File: config.mk
export PLATFORM = sky130hd
export DESIGN_NAME = noise_sound_channel
export DESIGN_NICKNAME = d
export VERILOG_FILES = /design/src/rtl/nsc_pkg.sv /design/src/rtl/nsc_datapath.sv /design/src/rtl/nsc_ctrl.sv /design/src/rtl/noise_sound_channel.sv
export SDC_FILE = /design/constraint.sdc
export NUM_CORES = 1
export LEC_CHECK = 0
export BUFFER_PORTS_ARGS = -buffer_cell sky130_fd_sc_hd__buf_2
export CAP_MARGIN = 40
export CELL_PAD_IN_SITES_DETAIL_PLACEMENT = 0
export CELL_PAD_IN_SITES_GLOBAL_PLACEMENT = 1
export CORE_ASPECT_RATIO = 1.25
export CORE_MARGIN = 5
export CORE_UTILIZATION = 48
export CTS_BUF_LIST = sky130_fd_sc_hd__clkbuf_8
export DETAILED_ROUTE_END_ITERATION = 8
export GPL_ROUTABILITY_DRIVEN = 0
export GPL_TIMING_DRIVEN = 0
export PLACE_DENSITY = 0.92
export SLEW_MARGIN = 40
export SYNTH_ARGS = -nofsm -noshare
export SYNTH_HDL_FRONTEND = slang
export SYNTH_SLANG_ARGS = --single-unit
File: constraint.sdc
create_clock -name clk -period 5.1 [get_ports clk]
set_input_delay 0.51 -clock clk [delete_from_list [all_inputs] [get_ports clk]]
set_output_delay 0.51 -clock clk [all_outputs]
set_load 0.02 [all_outputs]
File: src/rtl/nsc_pkg.sv
package nsc_pkg;

  // Register offsets that the channel decodes.
  localparam logic [4:0] OFF_VOLUME = 5'h0C;
  localparam logic [4:0] OFF_PERIOD = 5'h0E;
  localparam logic [4:0] OFF_LENGTH = 5'h0F;
  localparam logic [4:0] OFF_STATUS = 5'h15;
  localparam logic [4:0] OFF_FRAME  = 5'h17;

  // Fractional timer and frame sequencer increments per sample tick, and the frame period.
  localparam logic [19:0] TICK_STEP    = 20'd10384;
  localparam logic [16:0] FRAME_ADD    = 17'd649;
  localparam logic [16:0] FRAME_PERIOD = 17'd119318;

  typedef struct packed {
    logic write_en;
    logic tick_en;
    logic step_en;
    logic load_out;
  } nsc_cmd_t;

  typedef struct packed {
    logic tick_quiet;
    logic step_more;
    logic out_free;
  } nsc_sts_t;

  function automatic logic [7:0] len_lookup(input logic [4:0] idx);
    logic [7:0] v;
    case (idx)
      5'd0:  v = 8'd10;   5'd1:  v = 8'd254;  5'd2:  v = 8'd20;   5'd3:  v = 8'd2;
      5'd4:  v = 8'd40;   5'd5:  v = 8'd4;    5'd6:  v = 8'd80;   5'd7:  v = 8'd6;
      5'd8:  v = 8'd160;  5'd9:  v = 8'd8;    5'd10: v = 8'd60;   5'd11: v = 8'd10;
      5'd12: v = 8'd14;   5'd13: v = 8'd12;   5'd14: v = 8'd26;   5'd15: v = 8'd14;
      5'd16: v = 8'd12;   5'd17: v = 8'd16;   5'd18: v = 8'd24;   5'd19: v = 8'd18;
      5'd20: v = 8'd48;   5'd21: v = 8'd20;   5'd22: v = 8'd96;   5'd23: v = 8'd22;
      5'd24: v = 8'd192;  5'd25: v = 8'd24;   5'd26: v = 8'd72;   5'd27: v = 8'd26;
      5'd28: v = 8'd16;   5'd29: v = 8'd28;   5'd30: v = 8'd32;   default: v = 8'd30;
    endcase
    return v;
  endfunction

  function automatic logic [10:0] period_lookup(input logic [3:0] idx);
    logic [10:0] v;
    case (idx)
      4'd0:  v = 11'h002;  4'd1:  v = 11'h004;  4'd2:  v = 11'h008;  4'd3:  v = 11'h010;
      4'd4:  v = 11'h020;  4'd5:  v = 11'h030;  4'd6:  v = 11'h040;  4'd7:  v = 11'h050;
      4'd8:  v = 11'h065;  4'd9:  v = 11'h07F;  4'd10: v = 11'h0BE;  4'd11: v = 11'h0FE;
      4'd12: v = 11'h17D;  4'd13: v = 11'h1FC;  4'd14: v = 11'h3F9;  default: v = 11'h7F2;
    endcase
    return v;
  endfunction

  function automatic logic [14:0] level_lookup(input logic [3:0] idx);
    logic [14:0] v;
    case (idx)
      4'd0:  v = 15'd0;      4'd1:  v = 15'd1092;   4'd2:  v = 15'd2184;
      4'd3:  v = 15'd3276;   4'd4:  v = 15'd4369;   4'd5:  v = 15'd5461;
      4'd6:  v = 15'd6553;   4'd7:  v = 15'd7645;   4'd8:  v = 15'd8738;
      4'd9:  v = 15'd9830;   4'd10: v = 15'd10922;  4'd11: v = 15'd12014;
      4'd12: v = 15'd13107;  4'd13: v = 15'd14199;  4'd14: v = 15'd15291;
      default: v = 15'd16384;
    endcase
    return v;
  endfunction

endpackage

File: src/rtl/nsc_datapath.sv
module nsc_datapath (
  input  logic             clk,
  input  logic             rst_n,
  input  nsc_pkg::nsc_cmd_t cmd,
  output nsc_pkg::nsc_sts_t sts,
  input  logic [4:0]       in_reg_offset,
  input  logic [7:0]       in_data,
  input  logic             out_ready,
  output logic             out_valid,
  output logic [14:0]      out_level,
  output logic [3:0]       out_volume
);

  logic [14:0] noise_shift_r, noise_shift_nxt;
  logic [19:0] timer_accum_r, timer_accum_nxt;
  logic [10:0] period_r, period_nxt;
  logic [7:0]  length_r, length_nxt;
  logic [3:0]  decay_r, decay_nxt;
  logic [3:0]  env_div_r, env_div_nxt;
  logic        env_restart_r, env_restart_nxt;
  logic [5:0]  vol_reg_r, vol_reg_nxt;
  logic        short_r, short_nxt;
  logic        enable_r, enable_nxt;
  logic        five_r, five_nxt;
  logic [16:0] frame_accum_r, frame_accum_nxt;
  logic [2:0]  frame_step_r, frame_step_nxt;
  logic [3:0]  held_vol_r, held_vol_nxt;
  logic [3:0]  vol_pre_r, vol_pre_nxt;
  logic        out_valid_r, out_valid_nxt;
  logic [14:0] out_level_r, out_level_nxt;
  logic [3:0]  out_volume_r, out_volume_nxt;

  logic [16:0] fa_sum;
  logic        fa_wrap;
  logic [2:0]  fstep_inc;
  logic        quarter;
  logic        full;
  logic [3:0]  env_div_t;
  logic [3:0]  decay_t;
  logic        restart_t;
  logic [3:0]  vol_t;
  logic [7:0]  length_t;
  logic [19:0] thr;
  logic        more;
  logic        fb;

  // The LFSR is clocked once per (period + 1) * 256 timer units.
  assign thr  = {12'(period_r) + 12'd1, 8'd0};
  assign more = timer_accum_r >= thr;
  assign fb   = short_r ? (noise_shift_r[6] ^ noise_shift_r[0])
                        : (noise_shift_r[1] ^ noise_shift_r[0]);

  always_comb begin
    fa_sum    = frame_accum_r + nsc_pkg::FRAME_ADD;
    fa_wrap   = fa_sum >= nsc_pkg::FRAME_PERIOD;
    fstep_inc = frame_step_r + 3'd1;
    quarter   = 1'b0;
    full      = 1'b0;
    if (fa_wrap) begin
      quarter = (fstep_inc != 3'd4) || !five_r;
      full    = fstep_inc == (five_r ? 3'd5 : 3'd4);
    end

    env_div_t = env_div_r;
    decay_t   = decay_r;
    restart_t = env_restart_r;
    if (quarter) begin
      if (env_restart_r) begin
        decay_t   = 4'd15;
        env_div_t = vol_reg_r[3:0];
        restart_t = 1'b0;
      end else if (env_div_r != 4'd0) begin
        env_div_t = env_div_r - 4'd1;
      end else begin
        env_div_t = vol_reg_r[3:0];
        if (decay_r != 4'd0) begin
          decay_t = decay_r - 4'd1;
        end else if (vol_reg_r[5]) begin
          decay_t = 4'd15;
        end
      end
    end
    vol_t = vol_reg_r[4] ? vol_reg_r[3:0] : decay_t;

    length_t = length_r;
    if (!vol_reg_r[5] && (length_r != 8'd0) && full) begin
      length_t = length_r - 8'd1;
    end
  end

  assign sts.tick_quiet = !enable_r || (length_t == 8'd0);
  assign sts.step_more  = more;
  assign sts.out_free   = !out_valid_r || out_ready;

  always_comb begin
    noise_shift_nxt = noise_shift_r;
    timer_accum_nxt = timer_accum_r;
    period_nxt      = period_r;
    length_nxt      = length_r;
    decay_nxt       = decay_r;
    env_div_nxt     = env_div_r;
    env_restart_nxt = env_restart_r;
    vol_reg_nxt     = vol_reg_r;
    short_nxt       = short_r;
    enable_nxt      = enable_r;
    five_nxt        = five_r;
    frame_accum_nxt = frame_accum_r;
    frame_step_nxt  = frame_step_r;
    held_vol_nxt    = held_vol_r;
    vol_pre_nxt     = vol_pre_r;
    out_valid_nxt   = out_valid_r;
    out_level_nxt   = out_level_r;
    out_volume_nxt  = out_volume_r;

    if (cmd.tick_en) begin
      frame_accum_nxt = fa_wrap ? (fa_sum - nsc_pkg::FRAME_PERIOD) : fa_sum;
      if (full) begin
        frame_step_nxt = 3'd0;
      end else if (fa_wrap) begin
        frame_step_nxt = fstep_inc;
      end
      if (!enable_r) begin
        held_vol_nxt = 4'd0;
      end else begin
        env_div_nxt     = env_div_t;
        decay_nxt       = decay_t;
        env_restart_nxt = restart_t;
        length_nxt      = length_t;
        if (length_t == 8'd0) begin
          held_vol_nxt = 4'd0;
        end else begin
          timer_accum_nxt = timer_accum_r + nsc_pkg::TICK_STEP;
          vol_pre_nxt     = vol_t;
        end
      end
    end

    if (cmd.write_en) begin
      unique case (in_reg_offset)
        nsc_pkg::OFF_VOLUME: begin
          vol_reg_nxt = in_data[5:0];
          env_div_nxt = in_data[3:0];
        end
        nsc_pkg::OFF_PERIOD: begin
          period_nxt = nsc_pkg::period_lookup(in_data[3:0]);
          short_nxt  = in_data[7];
        end
        nsc_pkg::OFF_LENGTH: begin
          if (!vol_reg_r[5]) begin
            length_nxt = nsc_pkg::len_lookup(in_data[7:3]);
          end
          timer_accum_nxt = 20'd0;
          env_restart_nxt = 1'b1;
        end
        nsc_pkg::OFF_STATUS: begin
          enable_nxt = in_data[3];
          if (!in_data[3]) begin
            timer_accum_nxt = 20'd0;
          end
        end
        nsc_pkg::OFF_FRAME: begin
          five_nxt        = in_data[7];
          frame_accum_nxt = 17'd0;
          frame_step_nxt  = 3'd0;
        end
        default: begin
        end
      endcase
    end

    // One LFSR clock per cycle until the timer drops below the threshold.
    if (cmd.step_en) begin
      if (more) begin
        noise_shift_nxt = {fb, noise_shift_r[14:1]};
        timer_accum_nxt = timer_accum_r - thr;
      end else begin
        held_vol_nxt = noise_shift_r[0] ? 4'd0 : vol_pre_r;
      end
    end

    if (cmd.load_out) begin
      out_valid_nxt  = 1'b1;
      out_level_nxt  = nsc_pkg::level_lookup(held_vol_r);
      out_volume_nxt = held_vol_r;
    end else if (out_ready) begin
      out_valid_nxt = 1'b0;
    end
  end

  always_ff @(posedge clk) begin
    if (!rst_n) begin
      noise_shift_r <= 15'd1;
      timer_accum_r <= 20'd0;
      period_r      <= 11'd0;
      length_r      <= 8'd0;
      decay_r       <= 4'd0;
      env_div_r     <= 4'd0;
      env_restart_r <= 1'b0;
      vol_reg_r     <= 6'd0;
      short_r       <= 1'b0;
      enable_r      <= 1'b0;
      five_r        <= 1'b0;
      frame_accum_r <= 17'd0;
      frame_step_r  <= 3'd0;
      held_vol_r    <= 4'd0;
      out_valid_r   <= 1'b0;
    end else begin
      noise_shift_r <= noise_shift_nxt;
      timer_accum_r <= timer_accum_nxt;
      period_r      <= period_nxt;
      length_r      <= length_nxt;
      decay_r       <= decay_nxt;
      env_div_r     <= env_div_nxt;
      env_restart_r <= env_restart_nxt;
      vol_reg_r     <= vol_reg_nxt;
      short_r       <= short_nxt;
      enable_r      <= enable_nxt;
      five_r        <= five_nxt;
      frame_accum_r <= frame_accum_nxt;
      frame_step_r  <= frame_step_nxt;
      held_vol_r    <= held_vol_nxt;
      out_valid_r   <= out_valid_nxt;
    end
  end

  always_ff @(posedge clk) begin
    vol_pre_r    <= vol_pre_nxt;
    out_level_r  <= out_level_nxt;
    out_volume_r <= out_volume_nxt;
  end

  assign out_valid  = out_valid_r;
  assign out_level  = out_level_r;
  assign out_volume = out_volume_r;

  // An XOR shift register started from a nonzero value never reaches zero.
  a_lfsr_nonzero: assert property (@(posedge clk) disable iff (!rst_n)
    noise_shift_r != 15'd0)
    else $error("noise shift register reached zero");

  a_step_bound: assert property (@(posedge clk) disable iff (!rst_n)
    (frame_step_r <= 3'd4) && (five_r || (frame_step_r <= 3'd3)))
    else $error("frame step out of range for the sequencer mode");

endmodule

File: src/rtl/nsc_ctrl.sv
module nsc_ctrl (
  input  logic              clk,
  input  logic              rst_n,
  input  logic              in_valid,
  input  logic              in_action,
  output logic              in_ready,
  input  nsc_pkg::nsc_sts_t sts,
  output nsc_pkg::nsc_cmd_t cmd
);

  typedef enum logic [2:0] {
    ST_IDLE = 3'b001,
    ST_LOOP = 3'b010,
    ST_FIN  = 3'b100
  } nsc_state_t;

  nsc_state_t state_r, state_nxt;
  logic       accept;

  assign in_ready = state_r == ST_IDLE;
  assign accept   = in_valid && in_ready;

  assign cmd.write_en = accept && !in_action;
  assign cmd.tick_en  = accept && in_action;
  assign cmd.step_en  = state_r == ST_LOOP;
  assign cmd.load_out = (state_r == ST_FIN) && sts.out_free;

  always_comb begin
    state_nxt = state_r;
    unique case (state_r)
      ST_IDLE: begin
        if (accept) begin
          state_nxt = (in_action && !sts.tick_quiet) ? ST_LOOP : ST_FIN;
        end
      end
      ST_LOOP: begin
        if (!sts.step_more) begin
          state_nxt = ST_FIN;
        end
      end
      ST_FIN: begin
        if (sts.out_free) begin
          state_nxt = ST_IDLE;
        end
      end
      default: state_nxt = ST_IDLE;
    endcase
  end

  always_ff @(posedge clk) begin
    if (!rst_n) begin
      state_r <= ST_IDLE;
    end else begin
      state_r <= state_nxt;
    end
  end

  a_write_to_fin: assert property (@(posedge clk) disable iff (!rst_n)
    (accept && !in_action) |=> (state_r == ST_FIN))
    else $error("register write did not go straight to the result state");

  a_load_free: assert property (@(posedge clk) disable iff (!rst_n)
    cmd.load_out |-> sts.out_free)
    else $error("result loaded while the output register is occupied");

  a_quiet_tick: assert property (@(posedge clk) disable iff (!rst_n)
    (cmd.tick_en && sts.tick_quiet) |=> (state_r == ST_FIN))
    else $error("silent tick entered the timer loop");

endmodule

File: src/rtl/noise_sound_channel.sv
// Channel  Ports                                     Direction
// input    in_valid/in_ready, in_action,             in
//          in_reg_offset, in_data
// result   out_valid/out_ready, out_level,           out
//          out_volume
// A register write, or a tick while disabled or at zero length, goes from acceptance
// straight to the result state; any other tick first runs the timer loop, clocking the
// noise shift register once per cycle until the timer drops below the threshold. Reset is
// synchronous and active low; the shift register starts at 1, vol_pre and the output data
// are not reset, and all else is 0. A result waits in the output register; no new item
// is taken until it is loaded.
module noise_sound_channel (
  input  logic        clk,
  input  logic        rst_n,
  input  logic        in_valid,
  output logic        in_ready,
  input  logic        in_action,
  input  logic [4:0]  in_reg_offset,
  input  logic [7:0]  in_data,
  output logic        out_valid,
  input  logic        out_ready,
  output logic [14:0] out_level,
  output logic [3:0]  out_volume
);

  nsc_pkg::nsc_cmd_t cmd;
  nsc_pkg::nsc_sts_t sts;

  nsc_ctrl u_ctrl (
    .clk       (clk),
    .rst_n     (rst_n),
    .in_valid  (in_valid),
    .in_action (in_action),
    .in_ready  (in_ready),
    .sts       (sts),
    .cmd       (cmd)
  );

  nsc_datapath u_datapath (
    .clk           (clk),
    .rst_n         (rst_n),
    .cmd           (cmd),
    .sts           (sts),
    .in_reg_offset (in_reg_offset),
    .in_data       (in_data),
    .out_ready     (out_ready),
    .out_valid     (out_valid),
    .out_level     (out_level),
    .out_volume    (out_volume)
  );

endmodule
# Yosys cells after proc, flatten, opt, wreduce, memory -nomap -nowiden

Memories as Yosys holds them, arrays and structs flattened. A register that Yosys moved wholly into a read port is not among the register bits.
Cells that the tools add are included.

Bits in read-only memories: 640
Output and inout port bits: 21
Logic and storage cells: 135
Bits of input ports: 18
Register bits after elaboration: 97
Memories: 3

Order comparisons: 2
Bitwise operators: 3
Add/subtract/negate cells: 9
Equality and inequality tests: 13
Reductions and logical operators: 30
Mux-type cells: 58

Memory list:

| name            | depth | bits a word | read ports | clocked after memory_dff | wr ports | RTL line      | RTL |
|---|---|---|---|---|---|---|---|
| (no name shown) | 16    | 15          | 1          | 1                        | 0        | nsc_pkg.sv:56 | `case (idx)` |
| (no name shown) | 32    | 7           | 1          | 0                        | 0        | nsc_pkg.sv:30 | `case (idx)` |
| (no name shown) | 16    | 11          | 1          | 1                        | 0        | nsc_pkg.sv:45 | `case (idx)` |

Operator list:

| cell                                                       | number |
|---|---|
| two-way mux 20 bit                                         | 7 |
| two-way mux 4 bit                                          | 19 |
| two-way mux 17 bit                                         | 4 |
| two-way mux 8 bit                                          | 6 |
| one-hot mux 20 bit (2 select lines)                        | 1 |
| two-way mux 3 bit                                          | 9 |
| adder 20 x 14 -> 20 bit (second input constant)            | 1 |
| greater-or-equal comparator 20 bit                         | 1 |
| subtractor 20 bit                                          | 1 |
| adder 17 x 10 -> 17 bit (second input constant)            | 1 |
| greater-or-equal comparator 17 bit (second input constant) | 1 |
| subtractor 17 bit (second input constant)                  | 1 |
| == test 5 x 4 -> 1 bit (second input constant)             | 3 |
| adder 11 x 1 -> 12 bit (second input constant)             | 1 |
| AND reduction 2 bit                                        | 6 |
| two-way mux 1 bit                                          | 11 |
| == test 5 bit (second input constant)                      | 2 |
| one-hot mux 3 bit (3 select lines)                         | 1 |
| zero test 8 bit                                            | 1 |
| nonzero test 4 bit                                         | 2 |
| nonzero test 8 bit                                         | 1 |
| subtractor 4 x 1 -> 4 bit (second input constant)          | 2 |
| subtractor 8 x 1 -> 8 bit (second input constant)          | 1 |
| logical AND 1 bit                                          | 7 |
| 14 further kinds                                           | 25 |

# Depth between registers and ports, before layout

Gate-level depths: netlist of run 1.

Depth in word-level cells: 14
Mapped depth: 18

# Modules after synthesis

A second synthesis of run 1 with hierarchy kept.

Cell total of the unflattened synthesis: 959
Area, all modules: 7576.0 um^2

By module, submodules not included:

| module       | sequential area each (um^2) | area an instance (um^2) | times used | cells each |
|---|---|---|---|---|
| nsc_datapath | 2332.2                      | 7334.5                  | 1          | 931 |
| nsc_ctrl     | 60.1                        | 241.5                   | 1          | 28 |

# Worst setup path after synthesis of run 1

OpenSTA, ideal clock, no wires.

Kind: register to register
From: register u_datapath.period_r[0]
To: register u_datapath.noise_shift_r[0]
Required time: 4974 ps
Arrival time: 3815 ps
Cell stages (with the launch flop): 15
Path slack: 1159 ps
Period minus slack after synthesis: 3941 ps
Cells stage by stage: dfxtp_1 -> ha_1 -> nand3_1 -> nor2_1 -> nand3_1 -> xor2_1 -> ha_1 -> or4b_2 -> o41ai_1 -> a211oi_1 -> nor3_1 -> buf_1 -> clkbuf_1 -> mux2i_1 -> nand2_1

Longest elaborated chain between the ends: 3

RTL lines:

| item                                 | RTL line            | RTL |
|---|---|---|
| start: declaration                   | nsc_datapath.sv:16  | `logic [10:0] period_r, period_nxt;` |
| adder 11 x 1 -> 12 bit               | nsc_datapath.sv:48  | `assign thr = {12'(period_r) + 12'd1, 8'd0};` |
| greater-or-equal comparator 20 bit   | nsc_datapath.sv:49  | `assign more = timer_accum_r >= thr;` |
| AND reduction 2 bit (no source line) | -                   |  |
| end signal: assignment               | nsc_datapath.sv:208 | `noise_shift_r <= noise_shift_nxt;` |
| end: declaration                     | nsc_datapath.sv:14  | `logic [14:0] noise_shift_r, noise_shift_nxt;` |

No other way between the ends.
A chain may end at the register's enable or synchronous reset.

# Final worst setup path of run 1

Ends and elaborated chain as after synthesis.

==> run metrics, run 1 <==
Yosys cell types=80; Core Footprint=approximately 15000 µm²; Clock Tree Buf Depth=2; Hold-fix buffers, CTS=0; Post-Syn Area=7310 µm²; max-slew headroom at the worst pin=0.519; Area growth, synth to finish=11.0%; Post-synth top flop=dfxtp_1; CTS tree=yes; Synth Instances=around 920; Slew Limit Fails=0; Initial Utilization=0.489; critical path type=reg -> reg; row cnt=50; GRT Util Overall=0.205; outcome=complete, no violations; proportion of layout cells with a drive suffix above 1=0.116; clock root buffer=clkbuf_8; antenna viol nets, final=0; post-route clock period utilization=0.920; vias in the first global route=6276; number of flops mapped to enable cells by yosys=13; largest family of logic cells by synthesized area=simple AND/OR/NAND/NOR gates; initial antenna violation count=0; worst path cell trace=ha_1 -> nand3_1 -> nor2_1 -> nand3_1 -> xor2_1 -> ha_1 -> or4b_2 -> o41ai_1 -> a211oi_1 -> nor3_1 -> buf_1 -> clkbuf_1 -> mux2i_1 -> nand2_1; crit path time final=about 4700 ps; drt first pass iters=5; leakage=2.97 nW; worst-path maximum fanout=10; mux contribution to synthesized area=0.0360; commonest non-fill, non-tap cells in the layout=nor2_1 (117), dfxtp_1 (100), nand2_1 (81); Peak VDD IR=0.000154 V; Fin. Hold Viols=0; post-synthesis compound-gate area fraction=0.213; Die W=between 100 and 150 µm; Fin Clk Skew=~19 ps; register area share after synthesis=0.327; Fin Setup TNS=0 ps; CTS buffer count=17; worst hold slack=363 ps; via density per instance=approximately 5.7; largest net degree at the start of global routing=17; Clock Sinks=113; die area=17800 µm²; CP bufs+invs=2; Max-Cap Viols=0; Boundary Pins=39; Vias=6642; WL final=17.9 mm; Post CTS Setup Buffer Count=0; R2R depth=14; count of final setup violators=0; CP max stage delay=630 ps; crit path max-delay cell type=or4b_2; Ant. Diodes=0; GRT Residual Overflow=0; DRC Markers=0; Clk Latency, worst-skew pair=between 400 and 500 ps; average size of a mapped cell=approximately 8.0 µm²; RSZ-0062 raised after global routing=false; crit path launch type=flip-flop; critical path endpoint category=flip-flop; Worst Tran Pin Value=around 720 ps; post-synthesis xor/xnor area fraction=0.0659; die height=148 µm; Buffers on Ports=37; wire length per cell=between 15 and 20 µm; post-synthesis adder-cell area fraction=0.0568; Hold Crit Depth=3; H-tree levels=4; commonest non-fill, non-tap cell in the layout=nor2_1; Data arrival, critical path=5010 ps; critical path data required time=5420 ps; Synth Warn #=0; Post-CTS Resized=0; FMAX=~0.21 GHz; critical path depth=14; syn_nets=964; detailed placement HPWL=13.6 mm; Post-synth ARST share=0; area share of and/or/nand/nor cells after synthesis=0.243; hold crit path type=in -> reg; global-route wire length before repair=30.1 mm; Clock transition at path regs=70 ps; Power Total=~1.9 mW; Yosys reg bits=113; Post-layout nets=1020; pwr dens=235 nW/µm²; Filler cells=1465; drt initial violations=364; Top delay family on crit path=simple AND/OR/NAND/NOR gates
-- cells by family (layout without fill, tap and decap cells) --
kind of cell,count (synthesis),count (layout)
adder cells (fa/ha/maj),33,33
multiplexers,25,25
AO/OA/AOI/OAI,232,232
buffers and inverters,97,166
AND/OR/NAND/NOR,360,360
flip-flops,113,113
XOR/XNOR,55,55
-- per-stage QoR --
step                cell area, µm²   util  worst slack [ps]  std cells
finish                        8110  0.543               406       1166
detailed placement            7720  0.516               458       1134
global route                  8110  0.543              52.3       1166
global placement              7720  0.516               549       1134
CTS                           8110  0.543               425       1166
floorplan                     7310      -              1160        915
-- cell type report --
type	count	area, µm²	share of cell area
sequential	113	2390	0.295
timing repair buffer	37	185	0.0228
buffer	58	277	0.0341
tap	182	228	0.0281
multi-input combinational	705	4490	0.554
clock inverter	15	158	0.0194
clock buffer	17	234	0.0288
inverter	39	146	0.0180
-- power breakdown --
| group | internal (mW) | switching [mW] | total [mW] | leakage [nW] |
|---|---|---|---|---|
| logic | 0.0500 | 0.0991 | 0.149 | 1.84 |
| clock network | 0.438 | 0.409 | 0.847 | 0.195 |
| registers | 0.903 | 0.00621 | 0.909 | 0.932 |
-- cell usage after synthesis (all sizes together) (16+ instances only) --
library cell	number	area, µm²
dfxtp	100	2000
inv	38	143
o21ai	40	204
xnor2	39	342
nor2	117	439
a21oi	71	363
nand2	81	304
nor3	23	115
buf	25	153
xor2	16	140
clkbuf	33	124
nand3	29	145
mux2i	24	240
a211oi	25	188
ha	30	375
-- state kept, by name (all words and copies together) (netlist names), 3 cells and up --
| signal | flops |
|---|---|
| u_datapath.timer_accum_r | 20 |
| u_datapath.frame_accum_r | 17 |
| u_datapath.noise_shift_r | 15 |
| u_datapath.period_r | 11 |
| u_datapath.length_r | 8 |
| u_datapath.vol_reg_r | 6 |
| u_datapath.out_level | 5 |
| u_datapath.decay_r | 4 |
| u_datapath.env_div_r | 4 |
| u_datapath.held_vol_r | 4 |
| u_datapath.out_volume | 4 |
| u_datapath.vol_pre_r | 4 |
| u_ctrl.state_r | 3 |
| u_datapath.frame_step_r | 3 |
-- layer usage --
metal  track usage  wire (µm)
met5             0          0
met4        0.0845        433
met3        0.0329        678
met2         0.347       8560
met1         0.261       8230
-- worst min-delay path, stage by stage --
cell and delay, ps:
buf_2 140, nand2_1 60, a21oi_1 50
-- path summary, 6_finish.rpt --
path | slack, ps | startpoint | to
max reg2reg | 410 | u_datapath.period_r[0]$_SDFFE_PN0P_ | u_datapath.noise_shift_r[0]$_SDFFE_PN1P_
min | 360 | in_data[1] | u_datapath.vol_reg_r[1]$_SDFFE_PN0P_
min reg2reg | 460 | u_datapath.timer_accum_r[0]$_SDFFE_PN0N_ | u_datapath.timer_accum_r[0]$_SDFFE_PN0N_
max | 410 | u_datapath.period_r[0]$_SDFFE_PN0P_ | u_datapath.noise_shift_r[0]$_SDFFE_PN1P_
Note: power is estimated with default switching activity, not from simulation.
==> run 2: changes to the inputs <==
Clock period 5.1 ns to 4.85 ns, I/O delays scaled along.
==> run 2 against run 1 <==
Compared with the run above:
- clock skew about the same
- cell count did not move
- setup slack got worse by 20 ps
- first-iteration DRC count decreased by 0.27%
- utilization hardly changed
- die area did not move
==> run metrics, run 2 (same netlist as run 1, synthesis figures left out) <==
Largest register FFs=20 (unchanged); row cnt=50 (unchanged); critical path data required time=5170 ps (-250 ps); Boundary Pins=39 (unchanged); CTS buffer count=17 (unchanged); most flop-heavy register=u_datapath.timer_accum_r; dpl ws=208 ps (-250 ps); global-route wire length before repair=30.1 mm (unchanged); FMAX=0.224 GHz (+5.1%); detailed placement HPWL=13.6 mm (unchanged); die area=17800 µm² (unchanged); Buffers on Ports=37 (unchanged); max-slew headroom at the worst pin=0.517 (-0.00214); Data arrival, critical path=4780 ps (-230 ps); hold endpoint=u_datapath.vol_reg_r[1]$_SDFFE_PN0P_; DRC Markers=0 (unchanged); Peak VDD IR=0.000162 V (+5.3%); commonest non-fill, non-tap cells in the layout=nor2_1 (117), dfxtp_1 (100), nand2_1 (81); minimum setup slack in the final design=385 ps (-20.3 ps); clock root buffer=clkbuf_8; Filler cells=1463 (-0.14%); proportion of layout cells with a drive suffix above 1=0.118 (+0.00203); WL final=17.9 mm (about the same); drt initial violations=363 (-0.27%); Largest regs=u_datapath.timer_accum_r (20), u_datapath.frame_accum_r (17), u_datapath.noise_shift_r (15); critical path endpoint category=flip-flop; Area growth, synth to finish=11.0% (about the same); die height=148 µm (unchanged); R2R Path Start=u_datapath.period_r[0]$_SDFFE_PN0P_; GRT Util Overall=0.205 (unchanged); Max-Cap Viols=0 (unchanged); Post-CTS Resized=0 (unchanged); Initial Utilization=0.489 (unchanged); Fin. Hold Viols=0 (unchanged); Ant. Diodes=0 (unchanged); vias in the first global route=6276 (unchanged); Slew Limit Fails=0 (unchanged); Fin Clk Skew=18.7 ps (+0.00210 ps); register area=2390 µm² (unchanged); crit path launch type=flip-flop; Fin Setup TNS=0 ps (unchanged); outcome=complete, no violations; largest net degree at the start of global routing=17 (unchanged); via density per instance=5.70 (about the same); critical path type=reg -> reg; drt first pass iters=5 (unchanged); Core Util, Final=0.543 (about the same); FF-to-FF End=u_datapath.timer_accum_r[18]$_SDFF_PN0_; CTS tree=yes; Die W=120 µm (unchanged); pwr dens=247 nW/µm² (+5.1%); post-route clock period utilization=0.921 (about the same); Worst Tran Pin Value=722 ps (+3.19 ps); Post-layout nets=1020 (unchanged); Clock Tree Buf Depth=2 (unchanged); worst-path maximum fanout=10 (unchanged); Clock transition at path regs=70 ps (about the same); R2R setup slack=390 ps (-20 ps); count of final setup violators=0 (unchanged); leakage=2.97 nW (+0.23%); Clock Sinks=113 (unchanged); Hold Crit Depth=3 (unchanged); R2R depth=16 (+2); HP Start=in_data[1]; GRT Residual Overflow=0 (unchanged); Clk Latency, worst-skew pair=460 ps (about the same); Vias=6644 (+0.030%); hold crit path type=in -> reg; initial antenna violation count=0 (unchanged); Core Footprint=15000 µm² (unchanged); commonest non-fill, non-tap cell in the layout=nor2_1; crit path time final=4460 ps (-230 ps); Post CTS Setup Buffer Count=0 (unchanged); H-tree levels=4 (unchanged); antenna viol nets, final=0 (unchanged); RSZ-0062 raised after global routing=false; Hold-fix buffers, CTS=0 (unchanged); wire length per cell=15.4 µm (about the same); area of the multi-input gates=4490 µm² (unchanged)
==> run 2: cell count changes in the layout (fill, tap and decap cells not counted) <==
cell,before,now
clkbuf_1,33,32
buf_1,2,1
clkbuf_2,0,2
==> run 2: worst max-delay path by stage <==
stage	from	to	slack (ps)	depth (start not counted)
floorplan	u_datapath.period_r[0]$_SDFFE_PN0P_	u_datapath.noise_shift_r[0]$_SDFFE_PN1P_	910	14
global placement	u_datapath.period_r[0]$_SDFFE_PN0P_	u_datapath.timer_accum_r[18]$_SDFF_PN0_	300	16
detailed placement	u_datapath.period_r[0]$_SDFFE_PN0P_	u_datapath.noise_shift_r[0]$_SDFFE_PN1P_	210	14
CTS	u_datapath.period_r[0]$_SDFFE_PN0P_	u_datapath.noise_shift_r[0]$_SDFFE_PN1P_	170	14
global route	u_datapath.period_r[3]$_SDFFE_PN0P_	u_datapath.timer_accum_r[18]$_SDFF_PN0_	80	18
finish	u_datapath.period_r[0]$_SDFFE_PN0P_	u_datapath.timer_accum_r[18]$_SDFF_PN0_	390	16
==> run 2: worst max-delay path: stages (launching register included) <==
cell	delay (ps)
dfxtp_1	430
ha_1	220
nand3_1	120
nor2_1	240
nand3_1	120
xor2_1	170
ha_1	380
or4b_2	630
o41ai_1	440
a211oi_1	180
nor3_1	210
clkbuf_2	290
nand2b_1	190
clkbuf_1	430
nor2_1	70
nand3_1	100
o211ai_1	90
==> run 2: per-stage QoR <==
stage	power, mW	instances	area [µm²]	hold slack [ps]
after floorplan	1.08	915	7310	420
after global placement	1.13	1134	7720	437
after detailed placement	1.13	1134	7720	441
after CTS	2.02	1166	8110	318
after global routing	2.09	1166	8110	363
final	2.00	1166	8110	337
==> run 2: layer usage <==
layer  global-route usage  up-vias  routed length (µm)
li1                     -     3383                   -
met1                0.261     3092                8220
met2                0.347      138                8580
met3               0.0329       31                 675
met4               0.0845        0                 433
met5                    0        -                   0
==> run 2: cell type report <==
type                            instances  area share
Multi-Input combinational cell        705       0.554
Sequential cell                       113       0.295
Buffer                                 58      0.0344
Clock buffer                           17      0.0288
Tap cell                              182      0.0281
Timing Repair Buffer                   37      0.0228
Clock inverter                         15      0.0194
Inverter                               39      0.0180
==> run 2: power breakdown <==
| part | internal, mW | switching [mW] |
|---|---|---|
| registers | 0.949 | 0.00653 |
| clock network | 0.460 | 0.431 |
| logic | 0.0526 | 0.104 |
==> run 3: changes to the inputs <==
Settings changed: CELL_PAD_IN_SITES_DETAIL_PLACEMENT 0 to 1, CORE_ASPECT_RATIO 1.25 to 1.4.
==> run 3 against run 2 <==
Compared with the run above:
- fmax about the same
- cell count is 0.86% higher
- sequential cell count is the same
- sequential share of layout area hardly changed
- clock skew decreased by 1.3 ps
- combinational power rose by 3%
- first-iteration DRC count decreased by 25%
- non-clock buffer count unchanged
- final area hardly changed
- clock-buffer cell count stayed put
- wire length up 23%
- largest cell class unchanged
==> run metrics, run 3 (same netlist as run 1, synthesis figures left out) <==
Clock Tree Buf Depth=2 (unchanged); P_sw=588 µW (+8.6%); count of final setup violators=0 (unchanged); GRT Util Overall=0.251 (+0.0456); Fin Clk Skew=17.5 ps (-1.29 ps); row cnt=53 (+6.0%); Area growth, synth to finish=11.1% (about the same); CTS buffer count=17 (unchanged); critical path endpoint category=flip-flop; RSZ-0062 raised after global routing=false; placed insts=1144 (+0.88%); Combinational Power Share=0.080 (+0.002); Boundary Pins=39 (unchanged); die height=156 µm (+5.4%); critical path data required time=5170 ps (about the same); crit path max-delay cell type=or4b_2; largest net degree at the start of global routing=17 (unchanged); DRC Markers=0 (unchanged); register area=2390 µm² (unchanged); Flop pwr share=0.476 (about the same); GRT Residual Overflow=0 (unchanged); internal power=1.42 mW (-2.9%); Post CTS Setup Buffer Count=0 (unchanged); worst path cell trace=ha_1 -> nand3_1 -> nor2_1 -> nand3_1 -> xor2_1 -> ha_1 -> or4b_2 -> o41ai_1 -> a211oi_1 -> nor3_1 -> buf_2 -> clkbuf_2 -> mux2i_1 -> nand2_1; Clock Sinks=113 (unchanged); Clock transition at path regs=90 ps (+20 ps); crit path launch type=flip-flop; Core Util, Final=0.542 (-0.00102); Max-Cap Viols=0 (unchanged); leakage=2.98 nW (+0.12%); antenna viol nets, final=0 (unchanged); crit path time final=4470 ps (+2.04 ps); die area=17800 µm² (+0.11%); drt initial violations=273 (-25%); Buffers on Ports=37 (unchanged); drt first pass iters=5 (unchanged); Power Total=2.01 mW (+0.25%); wire length per cell=18.7 µm (+21%); Worst Tran Pin Value=722 ps (-0.139 ps); Switching Fraction=0.293 (+0.0226); CP max stage delay=620 ps (about the same); fin cells=1176 (+0.86%); global-route wire length before repair=36.3 mm (+21%); CTS tree=yes; Clk Latency, worst-skew pair=470 ps (about the same); hold crit path type=in -> reg; most flop-heavy register=u_datapath.timer_accum_r; Post-layout nets=1020 (unchanged); Vias=7109 (+7.0%); commonest non-fill, non-tap cells in the layout=nor2_1 (117), dfxtp_1 (100), nand2_1 (81); Die W=114 µm (-5.1%); power share of the clock group=0.444 (about the same); detailed placement HPWL=16.0 mm (+18%); Ant. Diodes=0 (unchanged); post-route clock period utilization=0.921 (about the same); Core Footprint=15000 µm² (+0.23%); Initial Utilization=0.488 (-0.00114); Data arrival, critical path=4790 ps (about the same); outcome=complete, no violations; clock root buffer=clkbuf_8; FMAX=0.224 GHz (about the same); Peak VDD IR=0.000164 V (+1.2%); H-tree levels=4 (unchanged); worst-path maximum fanout=10 (unchanged); vias in the first global route=7537 (+20%); Largest register FFs=20 (unchanged); critical path type=reg -> reg; Fin Setup TNS=0 ps (unchanged); commonest non-fill, non-tap cell in the layout=nor2_1; Slew Limit Fails=0 (unchanged); area of the multi-input gates=4490 µm² (unchanged); Fin. Hold Viols=0 (unchanged); Largest regs=u_datapath.timer_accum_r (20), u_datapath.frame_accum_r (17), u_datapath.noise_shift_r (15); max-slew headroom at the worst pin=0.514 (-0.00224); Filler cells=1879 (+28%); pwr dens=247 nW/µm² (+0.20%); initial antenna violation count=0 (unchanged); WL final=21.9 mm (+23%); via density per instance=6.05 (+6.1%); proportion of layout cells with a drive suffix above 1=0.120 (+0.00203)
[run 3: changes by cell type in the layout (fill, tap and decap cells not counted), sizes merged]
| cell | delta |
|---|---|
| clkinvlp | -2 |
| bufinv | -1 |
| clkbuf | -1 |
| buf | +1 |
| inv | +2 |
| clkinv | +1 |
[run 3: worst paths after layout]
kind	from	end	slack (ps)	cells after the start
min reg2reg	u_datapath.vol_reg_r[0]$_SDFFE_PN0P_	u_datapath.vol_reg_r[0]$_SDFFE_PN0P_	470	2
max	u_datapath.period_r[0]$_SDFFE_PN0P_	u_datapath.noise_shift_r[0]$_SDFFE_PN1P_	380	14
min	in_data[1]	u_datapath.vol_reg_r[1]$_SDFFE_PN0P_	330	3
max reg2reg	u_datapath.period_r[0]$_SDFFE_PN0P_	u_datapath.noise_shift_r[0]$_SDFFE_PN1P_	380	14
[run 3: layout make-up]
type / instances / share of cell area
multi-input cells: 705 / 0.553
flip-flops and latches: 113 / 0.295
plain buffers: 58 / 0.0345
well taps: 192 / 0.0296
clock buffers: 17 / 0.0288
repair buffers: 37 / 0.0228
clock inverters: 15 / 0.0182
inverters: 39 / 0.0180
[run 3: critical path: cells and delay by family, from the launching register on]
family,cells,cell delay (ps)
AOI/OAI and AO/OA,2,500
xor gates and xnor gates,1,200
adders and majority gates,2,640
buffers and inverters,2,730
DFF,1,450
muxes,1,250
and+or+nand+nor,6,1540
[run 3: power by group through the flow]
stage                     Sequential [mW]  Clock (mW)  Combinational (mW)
after floorplan                     0.976           0               0.107
after global placement              0.977           0               0.154
after detailed placement            0.978           0               0.158
after CTS                           0.956       0.904               0.160
after global routing                0.957       0.946               0.177
final                               0.956       0.892               0.161
[run 3: through the flow]
| stage | area, µm² | hold slack [ps] | setup slack, ps |
|---|---|---|---|
| floorplan | 7310 | 420 | 909 |
| global placement | 7730 | 436 | 235 |
| detailed placement | 7730 | 452 | 53.6 |
| CTS | 8120 | 310 | 191 |
| global route | 8120 | 320 | 139 |
| finish | 8120 | 328 | 383 |
[run 3: repair_timing]
action                                  CTS  global route
resized for setup                         2             2
hold buffers                              0             0
endpoints found under the setup margin   10             3
[run 3: routing by layer]
layer | share of wire | GRT usage | wire length (µm)
met1 | 0.40 | 0.278 | 8840
met2 | 0.51 | 0.448 | 11200
met3 | 0.040 | 0.0431 | 871
met4 | 0.047 | 0.141 | 1040
met5 | 0 | 0 | 0
